File: src/hw/rtl/lmb_pkg.sv
// ----------------------------------------------------------------------------
// lmb_pkg
// Shared defaults, types and the arctangent table for the bearing pipeline.
// ----------------------------------------------------------------------------
package lmb_pkg;

  localparam int COORD_WIDTH_DEF   = 16;
  localparam int ANGLE_WIDTH_DEF   = 16;
  localparam int CORDIC_STAGES_DEF = 16;

  // CORDIC angle accumulator: 2^31 stands for pi, wraps modulo 2^32
  localparam int          ACC_WIDTH = 32;
  localparam logic [31:0] ACC_PI    = 32'h8000_0000;

  // control bits that travel with each pipeline transaction
  typedef struct packed {
    logic valid;
    logic zero;   // both offsets are zero: the arctangent is exactly 0
  } lmb_ctrl_t;

  // atan(2^-i) in accumulator units, rounded to nearest
  function automatic logic [ACC_WIDTH-1:0] atan_entry(input logic [4:0] idx);
    logic [ACC_WIDTH-1:0] val;
    case (idx)
      5'd0:    val = 32'd536870912;
      5'd1:    val = 32'd316933406;
      5'd2:    val = 32'd167458907;
      5'd3:    val = 32'd85004756;
      5'd4:    val = 32'd42667331;
      5'd5:    val = 32'd21354465;
      5'd6:    val = 32'd10679838;
      5'd7:    val = 32'd5340245;
      5'd8:    val = 32'd2670163;
      5'd9:    val = 32'd1335087;
      5'd10:   val = 32'd667544;
      5'd11:   val = 32'd333772;
      5'd12:   val = 32'd166886;
      5'd13:   val = 32'd83443;
      5'd14:   val = 32'd41722;
      5'd15:   val = 32'd20861;
      5'd16:   val = 32'd10430;
      5'd17:   val = 32'd5215;
      5'd18:   val = 32'd2608;
      5'd19:   val = 32'd1304;
      5'd20:   val = 32'd652;
      5'd21:   val = 32'd326;
      5'd22:   val = 32'd163;
      5'd23:   val = 32'd81;
      5'd24:   val = 32'd41;
      5'd25:   val = 32'd20;
      5'd26:   val = 32'd10;
      5'd27:   val = 32'd5;
      5'd28:   val = 32'd3;
      5'd29:   val = 32'd1;
      5'd30:   val = 32'd1;
      default: val = 32'd0;
    endcase
    return val;
  endfunction

endpackage

File: src/hw/rtl/lmb_prep.sv
// ----------------------------------------------------------------------------
// lmb_prep
// Two front stages: form the offsets, then fold the left half-plane onto the
// right by turning the vector through pi.
// ----------------------------------------------------------------------------
module lmb_prep #(
  parameter int COORD_WIDTH = lmb_pkg::COORD_WIDTH_DEF,
  parameter int ANGLE_WIDTH = lmb_pkg::ANGLE_WIDTH_DEF,
  parameter int XW          = COORD_WIDTH + 4
) (
  input  logic                              clk,
  input  logic                              rst_n,
  input  logic                              in_valid,
  input  logic signed [COORD_WIDTH-1:0]     in_landmark_x,
  input  logic signed [COORD_WIDTH-1:0]     in_landmark_y,
  input  logic signed [COORD_WIDTH-1:0]     in_robot_x,
  input  logic signed [COORD_WIDTH-1:0]     in_robot_y,
  input  logic        [ANGLE_WIDTH-1:0]     in_robot_heading,
  output lmb_pkg::lmb_ctrl_t                out_ctrl,
  output logic signed [XW-1:0]              out_x,
  output logic signed [XW-1:0]              out_y,
  output logic        [lmb_pkg::ACC_WIDTH-1:0] out_z,
  output logic        [ANGLE_WIDTH-1:0]     out_head
);

  localparam int DW = COORD_WIDTH + 1;

  logic                   a_valid_r;
  logic signed [DW-1:0]   dx_r, dy_r;
  logic signed [DW-1:0]   dx_nxt, dy_nxt;
  logic [ANGLE_WIDTH-1:0] a_head_r;

  lmb_pkg::lmb_ctrl_t                b_ctrl_r, b_ctrl_nxt;
  logic signed [XW-1:0]              b_x_r, b_y_r, b_x_nxt, b_y_nxt;
  logic signed [XW-1:0]              x_ext, y_ext;
  logic [lmb_pkg::ACC_WIDTH-1:0]     b_z_r, b_z_nxt;
  logic [ANGLE_WIDTH-1:0]            b_head_r;

  // offsets at one extra bit so that they never overflow
  assign dx_nxt = DW'(in_landmark_x) - DW'(in_robot_x);
  assign dy_nxt = DW'(in_landmark_y) - DW'(in_robot_y);

  always_ff @(posedge clk) begin
    if (!rst_n) begin
      a_valid_r <= 1'b0;
    end else begin
      a_valid_r <= in_valid;
    end
    dx_r     <= dx_nxt;
    dy_r     <= dy_nxt;
    a_head_r <= in_robot_heading;
  end

  // fold: a vector pointing left is negated and starts at pi
  assign x_ext = XW'(dx_r);
  assign y_ext = XW'(dy_r);

  always_comb begin
    b_ctrl_nxt.valid = a_valid_r;
    b_ctrl_nxt.zero  = (dx_r == '0) && (dy_r == '0);
    if (dx_r[DW-1]) begin
      b_x_nxt = -x_ext;
      b_y_nxt = -y_ext;
      b_z_nxt = lmb_pkg::ACC_PI;
    end else begin
      b_x_nxt = x_ext;
      b_y_nxt = y_ext;
      b_z_nxt = '0;
    end
  end

  always_ff @(posedge clk) begin
    if (!rst_n) begin
      b_ctrl_r <= '0;
    end else begin
      b_ctrl_r <= b_ctrl_nxt;
    end
    b_x_r    <= b_x_nxt;
    b_y_r    <= b_y_nxt;
    b_z_r    <= b_z_nxt;
    b_head_r <= a_head_r;
  end

  assign out_ctrl = b_ctrl_r;
  assign out_x    = b_x_r;
  assign out_y    = b_y_r;
  assign out_z    = b_z_r;
  assign out_head = b_head_r;

endmodule

File: src/hw/rtl/lmb_cordic_stage.sv
// ----------------------------------------------------------------------------
// lmb_cordic_stage
// One registered vectoring iteration: rotate towards the x axis by
// atan(2^-STAGE) and accumulate the angle.
// ----------------------------------------------------------------------------
module lmb_cordic_stage #(
  parameter int XW          = 20,
  parameter int ANGLE_WIDTH = lmb_pkg::ANGLE_WIDTH_DEF,
  parameter int STAGE       = 0
) (
  input  logic                                 clk,
  input  logic                                 rst_n,
  input  lmb_pkg::lmb_ctrl_t                   in_ctrl,
  input  logic signed [XW-1:0]                 in_x,
  input  logic signed [XW-1:0]                 in_y,
  input  logic        [lmb_pkg::ACC_WIDTH-1:0] in_z,
  input  logic        [ANGLE_WIDTH-1:0]        in_head,
  output lmb_pkg::lmb_ctrl_t                   out_ctrl,
  output logic signed [XW-1:0]                 out_x,
  output logic signed [XW-1:0]                 out_y,
  output logic        [lmb_pkg::ACC_WIDTH-1:0] out_z,
  output logic        [ANGLE_WIDTH-1:0]        out_head
);

  localparam logic [lmb_pkg::ACC_WIDTH-1:0] ANGLE = lmb_pkg::atan_entry(5'(STAGE));

  lmb_pkg::lmb_ctrl_t                ctrl_r;
  logic signed [XW-1:0]              x_r, y_r, x_nxt, y_nxt, xs, ys;
  logic [lmb_pkg::ACC_WIDTH-1:0]     z_r, z_nxt;
  logic [ANGLE_WIDTH-1:0]            head_r;

  assign xs = in_x >>> STAGE;
  assign ys = in_y >>> STAGE;

  // rotate down while y is positive, up otherwise
  always_comb begin
    if (in_y > 0) begin
      x_nxt = in_x + ys;
      y_nxt = in_y - xs;
      z_nxt = in_z + ANGLE;
    end else begin
      x_nxt = in_x - ys;
      y_nxt = in_y + xs;
      z_nxt = in_z - ANGLE;
    end
  end

  always_ff @(posedge clk) begin
    if (!rst_n) begin
      ctrl_r <= '0;
    end else begin
      ctrl_r <= in_ctrl;
    end
    x_r    <= x_nxt;
    y_r    <= y_nxt;
    z_r    <= z_nxt;
    head_r <= in_head;
  end

  assign out_ctrl = ctrl_r;
  assign out_x    = x_r;
  assign out_y    = y_r;
  assign out_z    = z_r;
  assign out_head = head_r;

endmodule

File: src/hw/rtl/lmb_post.sv
// ----------------------------------------------------------------------------
// lmb_post
// Output stage: round the accumulated angle to the output width, subtract
// the heading and wrap.
// ----------------------------------------------------------------------------
module lmb_post #(
  parameter int ANGLE_WIDTH = lmb_pkg::ANGLE_WIDTH_DEF
) (
  input  logic                                 clk,
  input  logic                                 rst_n,
  input  lmb_pkg::lmb_ctrl_t                   in_ctrl,
  input  logic        [lmb_pkg::ACC_WIDTH-1:0] in_z,
  input  logic        [ANGLE_WIDTH-1:0]        in_head,
  output logic                                 out_valid,
  output logic signed [ANGLE_WIDTH-1:0]        out_bearing
);

  localparam int SH = lmb_pkg::ACC_WIDTH - ANGLE_WIDTH;

  logic [lmb_pkg::ACC_WIDTH-1:0] z_use;
  logic [ANGLE_WIDTH-1:0]        angle;
  logic                          valid_r;
  logic [ANGLE_WIDTH-1:0]        bearing_r, bearing_nxt;

  // coincident points give exactly zero
  assign z_use = in_ctrl.zero ? '0 : in_z;

  // round to nearest, ties up; a carry into pi wraps to -pi
  generate
    if (SH > 0) begin : g_round
      logic [lmb_pkg::ACC_WIDTH:0] sum;
      assign sum   = {1'b0, z_use} + ((lmb_pkg::ACC_WIDTH+1)'(1) << (SH - 1));
      assign angle = sum[lmb_pkg::ACC_WIDTH-1:SH];
    end else begin : g_plain
      assign angle = z_use[ANGLE_WIDTH-1:0];
    end
  endgenerate

  assign bearing_nxt = angle - in_head;

  always_ff @(posedge clk) begin
    if (!rst_n) begin
      valid_r <= 1'b0;
    end else begin
      valid_r <= in_ctrl.valid;
    end
    bearing_r <= bearing_nxt;
  end

  assign out_valid   = valid_r;
  assign out_bearing = bearing_r;

endmodule

File: src/hw/rtl/landmark_bearing.sv
// An accepted start passes to the out_valid strobe through the whole pipeline
// (two front stages, one per CORDIC iteration, one output stage).
// Throughput: one transaction per cycle; busy is low whenever reset is released.
// The receiver cannot stall, so each result shows for exactly one cycle.
// Reset (synchronous, active low) clears every valid bit; in-flight work is dropped.
// ----------------------------------------------------------------------------
// landmark_bearing
// Relative bearing of a landmark seen from a robot, via a pipelined CORDIC.
// ----------------------------------------------------------------------------
module landmark_bearing #(
  parameter int COORD_WIDTH   = lmb_pkg::COORD_WIDTH_DEF,
  parameter int ANGLE_WIDTH   = lmb_pkg::ANGLE_WIDTH_DEF,
  parameter int CORDIC_STAGES = lmb_pkg::CORDIC_STAGES_DEF
) (
  input  logic                          clk,
  input  logic                          rst_n,
  input  logic                          start,
  output logic                          busy,
  input  logic signed [COORD_WIDTH-1:0] in_landmark_x,
  input  logic signed [COORD_WIDTH-1:0] in_landmark_y,
  input  logic signed [COORD_WIDTH-1:0] in_robot_x,
  input  logic signed [COORD_WIDTH-1:0] in_robot_y,
  input  logic signed [ANGLE_WIDTH-1:0] in_robot_heading,
  output logic                          out_valid,
  output logic signed [ANGLE_WIDTH-1:0] out_bearing
);

  // headroom for the CORDIC gain on top of the folded offset
  localparam int XW = COORD_WIDTH + 4;

  lmb_pkg::lmb_ctrl_t                ctrl  [0:CORDIC_STAGES];
  logic signed [XW-1:0]              cx    [0:CORDIC_STAGES];
  logic signed [XW-1:0]              cy    [0:CORDIC_STAGES];
  logic [lmb_pkg::ACC_WIDTH-1:0]     cz    [0:CORDIC_STAGES];
  logic [ANGLE_WIDTH-1:0]            chead [0:CORDIC_STAGES];

  // accept whenever out of reset
  assign busy = ~rst_n;

  lmb_prep #(
    .COORD_WIDTH (COORD_WIDTH),
    .ANGLE_WIDTH (ANGLE_WIDTH),
    .XW          (XW)
  ) u_prep (
    .clk              (clk),
    .rst_n            (rst_n),
    .in_valid         (start & ~busy),
    .in_landmark_x    (in_landmark_x),
    .in_landmark_y    (in_landmark_y),
    .in_robot_x       (in_robot_x),
    .in_robot_y       (in_robot_y),
    .in_robot_heading (in_robot_heading),
    .out_ctrl         (ctrl[0]),
    .out_x            (cx[0]),
    .out_y            (cy[0]),
    .out_z            (cz[0]),
    .out_head         (chead[0])
  );

  // chain of vectoring iterations
  generate
    for (genvar i = 0; i < CORDIC_STAGES; i++) begin : g_stage
      lmb_cordic_stage #(
        .XW          (XW),
        .ANGLE_WIDTH (ANGLE_WIDTH),
        .STAGE       (i)
      ) u_stage (
        .clk      (clk),
        .rst_n    (rst_n),
        .in_ctrl  (ctrl[i]),
        .in_x     (cx[i]),
        .in_y     (cy[i]),
        .in_z     (cz[i]),
        .in_head  (chead[i]),
        .out_ctrl (ctrl[i+1]),
        .out_x    (cx[i+1]),
        .out_y    (cy[i+1]),
        .out_z    (cz[i+1]),
        .out_head (chead[i+1])
      );
    end
  endgenerate

  lmb_post #(
    .ANGLE_WIDTH (ANGLE_WIDTH)
  ) u_post (
    .clk         (clk),
    .rst_n       (rst_n),
    .in_ctrl     (ctrl[CORDIC_STAGES]),
    .in_z        (cz[CORDIC_STAGES]),
    .in_head     (chead[CORDIC_STAGES]),
    .out_valid   (out_valid),
    .out_bearing (out_bearing)
  );

endmodule

File: config.mk
export PLATFORM = sky130hd
export DESIGN_NAME = landmark_bearing
export DESIGN_NICKNAME = d
export VERILOG_FILES = /design/src/hw/rtl/lmb_pkg.sv /design/src/hw/rtl/lmb_prep.sv /design/src/hw/rtl/lmb_cordic_stage.sv /design/src/hw/rtl/lmb_post.sv /design/src/hw/rtl/landmark_bearing.sv
export SDC_FILE = /design/constraint.sdc
export NUM_CORES = 2
export LEC_CHECK = 0
export BUFFER_PORTS_ARGS = -buffer_cell sky130_fd_sc_hd__buf_2
export CORE_MARGIN = 1.5
export CORE_UTILIZATION = 45
export DETAILED_ROUTE_END_ITERATION = 10
export PLACE_DENSITY = 0.7
export SETUP_SLACK_MARGIN = 0.02
export SYNTH_ARGS = -nofsm -noshare
export SYNTH_HDL_FRONTEND = slang
export SYNTH_SLANG_ARGS = --single-unit
File: constraint.sdc
create_clock -name clk -period 7.4 [get_ports clk]
set_input_delay 1.11 -clock clk [delete_from_list [all_inputs] [get_ports clk]]
set_output_delay 1.11 -clock clk [all_outputs]
set_load 0.01 [all_outputs]
Word-level counts from Yosys, hierarchy flattened
Index checks and enable logic that the tools add are counted.
{"block": "op_classes", "muxes": 49, "n_addsub": 95, "n_reduce_logical": 3, "n_bitwise": 2, "magnitude_cmp": 16}
{"op": "two-way mux 20 bit", "count": 30}
{"op": "two-way mux 32 bit", "count": 18}
{"op": "greater-than comparator 20 x 1 -> 1 bit (second input constant)", "count": 16}
{"op": "adder 32 x 16 -> 32 bit (second input constant)", "count": 2}
{"op": "adder 20 x 10 -> 20 bit", "count": 2}
{"op": "adder 20 x 11 -> 20 bit", "count": 2}
{"op": "adder 20 x 12 -> 20 bit", "count": 2}
{"op": "adder 20 x 13 -> 20 bit", "count": 2}
{"op": "adder 20 x 14 -> 20 bit", "count": 2}
{"op": "adder 20 x 15 -> 20 bit", "count": 2}
{"op": "adder 20 x 16 -> 20 bit", "count": 2}
{"op": "adder 20 x 17 -> 20 bit", "count": 2}
{"op": "adder 20 x 18 -> 20 bit", "count": 2}
{"op": "adder 20 x 19 -> 20 bit", "count": 2}
{"op": "adder 20 x 7 -> 20 bit", "count": 2}
{"op": "adder 20 x 8 -> 20 bit", "count": 2}
{"op": "adder 20 x 9 -> 20 bit", "count": 2}
{"op": "negator 17 -> 20 bit", "count": 2}
{"op": "subtractor 20 x 10 -> 20 bit", "count": 2}
{"op": "subtractor 20 x 11 -> 20 bit", "count": 2}
{"op": "subtractor 20 x 12 -> 20 bit", "count": 2}
{"op": "subtractor 20 x 13 -> 20 bit", "count": 2}
{"op": "subtractor 20 x 14 -> 20 bit", "count": 2}
{"op": "subtractor 20 x 15 -> 20 bit", "count": 2}
{"op": "other kinds (49)", "count": 59}
{"block": "word_totals", "register_bits": 1538, "in_bits": 83}

Depth between registers and ports, before layout
{"block": "logic_depth", "word_depth": 3, "ltp_mapped": 22, "ltp_nobuf": 20}

Hierarchy
A second synthesis with hierarchy kept.
{"block": "unflattened", "hier_cells": 11166, "area_unflattened_um2": 99088.8}
{"mod": "lmb_cordic_stage at g_stage[4].u_stage", "area_per_inst_um2": 6140.9, "cells_each": 709, "instances": 1, "seq_area_each_um2": 1801.7}
{"mod": "lmb_cordic_stage at g_stage[13].u_stage", "area_per_inst_um2": 6050.8, "cells_each": 692, "instances": 1, "seq_area_each_um2": 1801.7}
{"mod": "lmb_cordic_stage at g_stage[2].u_stage", "area_per_inst_um2": 6020.8, "cells_each": 728, "instances": 1, "seq_area_each_um2": 1801.7}
{"mod": "lmb_cordic_stage at g_stage[6].u_stage", "area_per_inst_um2": 5980.7, "cells_each": 700, "instances": 1, "seq_area_each_um2": 1801.7}
{"mod": "lmb_cordic_stage at g_stage[3].u_stage", "area_per_inst_um2": 5908.2, "cells_each": 668, "instances": 1, "seq_area_each_um2": 1801.7}
{"mod": "lmb_cordic_stage at g_stage[5].u_stage", "area_per_inst_um2": 5889.4, "cells_each": 667, "instances": 1, "seq_area_each_um2": 1801.7}
{"mod": "lmb_cordic_stage at g_stage[7].u_stage", "area_per_inst_um2": 5888.1, "cells_each": 658, "instances": 1, "seq_area_each_um2": 1801.7}
{"mod": "lmb_cordic_stage at g_stage[11].u_stage", "area_per_inst_um2": 5845.6, "cells_each": 671, "instances": 1, "seq_area_each_um2": 1801.7}
{"mod": "lmb_cordic_stage at g_stage[9].u_stage", "area_per_inst_um2": 5820.6, "cells_each": 633, "instances": 1, "seq_area_each_um2": 1801.7}
{"mod": "lmb_cordic_stage at g_stage[1].u_stage", "area_per_inst_um2": 5796.8, "cells_each": 629, "instances": 1, "seq_area_each_um2": 1801.7}
{"mod": "lmb_cordic_stage at g_stage[15].u_stage", "area_per_inst_um2": 5745.5, "cells_each": 642, "instances": 1, "seq_area_each_um2": 1801.7}
{"mod": "lmb_cordic_stage at g_stage[8].u_stage", "area_per_inst_um2": 5738.0, "cells_each": 642, "instances": 1, "seq_area_each_um2": 1801.7}
{"mod": "lmb_cordic_stage at g_stage[12].u_stage", "area_per_inst_um2": 5652.9, "cells_each": 645, "instances": 1, "seq_area_each_um2": 1801.7}
{"mod": "lmb_cordic_stage at g_stage[14].u_stage", "area_per_inst_um2": 5651.7, "cells_each": 638, "instances": 1, "seq_area_each_um2": 1801.7}
{"mod": "+5 rows"}

Least setup slack after synthesis
Ideal clock, no wire load.
{"block": "synth_path", "kind": "register -> register", "from": "register g_stage[14].u_stage.y_r[11]", "to": "register g_stage[15].u_stage.z_r (netlist bit g_stage[15].u_stage.out_z[30])", "stages_incl_launch_ff": 15, "arrival_time_ns": 5.649, "n_path_buf": 0, "path_slack_ns": 1.679, "setup_time_ns": 0.072, "cell_sequence": "dfxtp_1 > nor4_1 > nand4_1 > o41ai_1 > inv_1 > ha_1 > a2111oi_0 > a211oi_1 > o21ai_0 > a21boi_0 > o31ai_1 > a21oi_1 > a21o_1 > a221oi_1 > xnor2_1"}
{"block": "synth_via", "elab_chain_cells": 2}
{"item": "start, declared", "line": "lmb_cordic_stage.sv:28", "source": "logic signed [XW-1:0] x_r, y_r, x_nxt, y_nxt, xs, ys;"}
{"item": "start signal, assigned", "line": "lmb_cordic_stage.sv:55", "source": "y_r <= y_nxt;"}
{"item": "greater-than comparator 20 x 1 -> 1 bit", "line": "lmb_cordic_stage.sv:37", "source": "if (in_y > 0) begin"}
{"item": "two-way mux 32 bit", "line": "lmb_cordic_stage.sv:37"}
{"item": "net g_stage[15].u_stage.z_nxt (one bit)", "line": "lmb_cordic_stage.sv:29", "source": "logic [lmb_pkg::ACC_WIDTH-1:0] z_r, z_nxt;"}
{"item": "end signal, assigned", "line": "lmb_cordic_stage.sv:56", "source": "z_r <= z_nxt;"}
{"item": "end, declared", "line": "lmb_cordic_stage.sv:29"}
The timed path passes the listed nets, and every way through them passes these cells.
A chain may end at the register's enable or synchronous reset.

Worst setup path after layout
{"block": "layout_path", "from": "register g_stage[8].u_stage.y_r[12]", "to": "register g_stage[9].u_stage.y_r[18]"}
{"block": "layout_via", "elab_chain_cells": 2, "elab_cells_between_ends": 4}
{"item": "start, declared", "line": "lmb_cordic_stage.sv:28"}
{"item": "start signal, assigned", "line": "lmb_cordic_stage.sv:55"}
{"item": "adder 20 x 11 -> 20 bit, or another cell as far along", "line": "lmb_cordic_stage.sv:43", "source": "y_nxt = in_y + xs;"}
{"item": "two-way mux 20 bit *", "line": "lmb_cordic_stage.sv:37"}
{"item": "net g_stage[9].u_stage.y_nxt[18]", "line": "lmb_cordic_stage.sv:28"}
{"item": "end signal, assigned", "line": "lmb_cordic_stage.sv:55"}
{"item": "end, declared", "line": "lmb_cordic_stage.sv:28"}
Mark *: on every way through the listed nets, which the timed path passes. The rest lies on a longest branch.

==> parameters.txt <==
Parameter                              Value

Outcome
  Outcome    complete, no violations

Layout
  Fraction of final layout cells sized beyond drive strength 1    0.0505
  # nets final    10779
  Multi-input gate area    around 0.054 mm^2
  Register cell area after layout    roughly 0.028 mm^2
  Layout area overhead    10.2%
  Fill cell count    roughly 17000

Yosys
  Number of distinct library cells after synthesis    between 100 and 150
  Top-count cell post-synth    dfxtp_1
  Yosys top cell area share    0.333
  Mean instance size in the synthesized netlist    between 8 and 9 um^2
  Cell area after synthesis    about 0.085 mm^2
  Async set-reset flop share out of synthesis    0
  Yosys warns    0
  Total of flip-flops plus latches after synthesis    about 1400
  Top_reg_cell synth    dfxtp_1
  Count of flip-flops with a built-in enable after synthesis    0
  Cell taking the most area after synthesis    dfxtp_1
  Share of synthesized area occupied by flip-flops and latches    0.333
  Most numerous cell types in the synthesized netlist    dfxtp_1, ha_1, a21oi_1
  Cell types with the largest area share after synthesis    dfxtp_1, ha_1, xnor2_1, a21oi_1, xor2_1
  Gate count of the mapped netlist    ~9500

Min path
  Worst min-delay path class    flip-flop to flip-flop

Timing
  Number of failing hold endpoints at the final stage    0
  Fin. max-slew vios    0
  Max Fclk    approximately 160 MHz
  Tcrit/Tclk final    0.826
  Setup repair after global routing missed its margin    false
  Minimum clock period after layout    around 6.1 ns
  Slew at the pin closest to its max-slew limit    approximately 1.1 ns
  Max transition margin    0.279
  Max Clock Skew    0.0606 ns
  Number of failing setup endpoints in the final timing report    0
  Setup total negative slack    0 ns

GRT
  Total track usage    0.200
  Initial antenna violation count    0
  Vias in the first global route    64700
  Global-route wire length before repair    roughly 320000 um
  Final global-route overflow total    0
  Maximum number of pins on one net before global-route repair    46

Worst setup path
  Crit path DAT    slightly below 7 ns
  Required @ worst endpoint    8.11 ns
  Kind of start point of the critical path    flip-flop
  Category of the critical setup timing path    flip-flop to flip-flop
  Peak fanout along the critical path    36
  Endpoint class of the critical path    flip-flop

Floorplanning
  Number of top-level design ports    between 100 and 150
  Floorplan row count    ~160
  Initial Utilization    0.455
  Core ar.    around 0.19 mm^2
  Chip Width    between 400 and 500 um
  Die height    between 400 and 500 um
  Full die area    between 0.15 and 0.2 mm^2

Placed design
  Buffers added on ports    100
  Detailed-placement wirelength estimate    approximately 160000 um
  Placer congestion estimate    between 0.9 and 1

Clock tree
  Clock slew at the register clock pins of the worst setup and hold paths    0.06 ns
  Number of buffers created by CTS    between 150 and 200
  Hold buffer count at cts    0
  PostCTS Resize Cnt    0
  Post-CTS setup buffers    0
  Clock latency on the worst-skew pair    roughly 0.83 ns
  Clk sinks    1405
  Maximum buffer depth of the clock tree    3
  Deepest level of the CTS H-tree    4
  CTS Root Buffer Type    clkbuf_16
  TritonCTS clock tree    built

Drt
  Post-DRT Antenna Nets    0
  DRT Wirelength    198000 um
  Routed len/inst    approximately 16 um
  First-pass DRT Iterations    6
  Overall via count from detail_route    approximately 67000
  Initial DRC Count    4117
  Vias per Instance    about 5.5
  DRC errors left    0

Flow run
  Max cap viols    0
-- logic make-up after synthesis --
kind of cell             count (synthesis)  share of synthesized area
XOR/XNOR                              1198                      0.124
multiplexers                            29                    0.00351
AND/OR/NAND/NOR                       2404                      0.140
other                                    1                  0.0000443
flip-flops                            1405                      0.333
AO/OA/AOI/OAI                         2692                      0.203
buffers and inverters                  653                     0.0298
adder cells (fa/ha/maj)               1104                      0.167
-- stage by stage --
stage	cell area [um^2]	hold slack [ns]	util	setup WS [ns]	std cells
CTS	93200	0.310	0.501	1.38	12192
finish	93200	0.313	0.501	1.29	12193
floorplan	84600	0.310	-	1.68	9488
detailed placement	87700	0.312	0.471	1.41	11918
global placement	87700	0.310	0.471	1.34	11918
global route	93200	0.318	0.501	0.872	12192
-- path summary, 6_finish.rpt --
check	slack [ns]	endpoint	cells after the start	start
worst min register to register	0.31	g_stage[12].u_stage.out_head[2]	0	g_stage[11].u_stage.out_head[2]
worst max-delay path	1.29	g_stage[9].u_stage.out_y[18]	20	g_stage[8].u_stage.out_y[12]
worst max register to register	1.29	g_stage[9].u_stage.out_y[18]	20	g_stage[8].u_stage.out_y[12]
worst min-delay path	0.31	g_stage[12].u_stage.out_head[2]	0	g_stage[11].u_stage.out_head[2]
-- cell usage in the layout, fill, tap and decap left out, types with 94 or more instances in the layout --
| cell | synthesis | layout |
|---|---|---|
| inv_1 | 471 | 471 |
| dfxtp_1 | 1405 | 1405 |
| xor2_1 | 385 | 385 |
| nand2b_1 | 127 | 127 |
| clkbuf_16 | 0 | 152 |
| nor3_1 | 212 | 212 |
| o21ai_0 | 481 | 481 |
| o21a_1 | 103 | 103 |
| o31ai_1 | 94 | 94 |
| nand3_1 | 214 | 214 |
| o21bai_1 | 126 | 126 |
| a21o_1 | 440 | 440 |
| nor2b_1 | 105 | 105 |
| buf_2 | 14 | 100 |
| nand2_1 | 544 | 544 |
| nor2_1 | 664 | 664 |
| a21oi_1 | 880 | 880 |
| xnor2_1 | 813 | 813 |
| ha_1 | 1061 | 1061 |
-- sequential cells by signal, summed over array words and instances, names as in the netlist, 17 cells and up --
| register | flops |
|---|---|
| g_stage.u_stage.out_z | 425 |
| g_stage.u_stage.out_y | 299 |
| g_stage.u_stage.out_x | 266 |
| g_stage.u_stage.out_head | 256 |
| g_stage.u_stage.out_ctrl | 32 |
| u_prep.out_x | 20 |
| u_prep.out_y | 20 |
| u_prep.dx_r | 17 |
| u_prep.dy_r | 17 |
-- worst max-delay path, cell delays in order (launching register included) --
cell and delay, ns:
dfxtp_1 0.35, or3_1 0.39, nor3_1 0.25, nand2b_1 0.20
nor2_1 0.26, nand4_1 0.29, nand2b_1 0.15, buf_4 0.40
inv_1 0.57, nand2_1 0.21, o21ai_0 0.17, fa_1 0.50
a21o_1 0.17, a21o_1 0.20, a2111oi_0 0.37, o22ai_1 0.19
o41ai_1 0.63, o21bai_1 0.13, a21oi_1 0.24, o21ai_0 0.12
xor2_1 0.15
-- final cells by class --
| type | count | share of cell area |
|---|---|---|
| inverters | 481 | 0.0194 |
| multi-input cells | 7430 | 0.579 |
| clock buffers | 195 | 0.0453 |
| flip-flops and latches | 1405 | 0.302 |
| diodes | 1 | 0.0000268 |
| clock inverters | 79 | 0.0140 |
| well taps | 2480 | 0.0333 |
| repair buffers | 122 | 0.00714 |
-- metal layers --
metal | track usage | part of all wire
met3 | 0.0272 | 0.041
met4 | 0.0588 | 0.025
met2 | 0.354 | 0.48
met1 | 0.252 | 0.45
met5 | 0 | 0
Power is left out: the tool's default activity adds up to more than one toggle a clock period on the data nets, which glitch-free logic cannot reach.
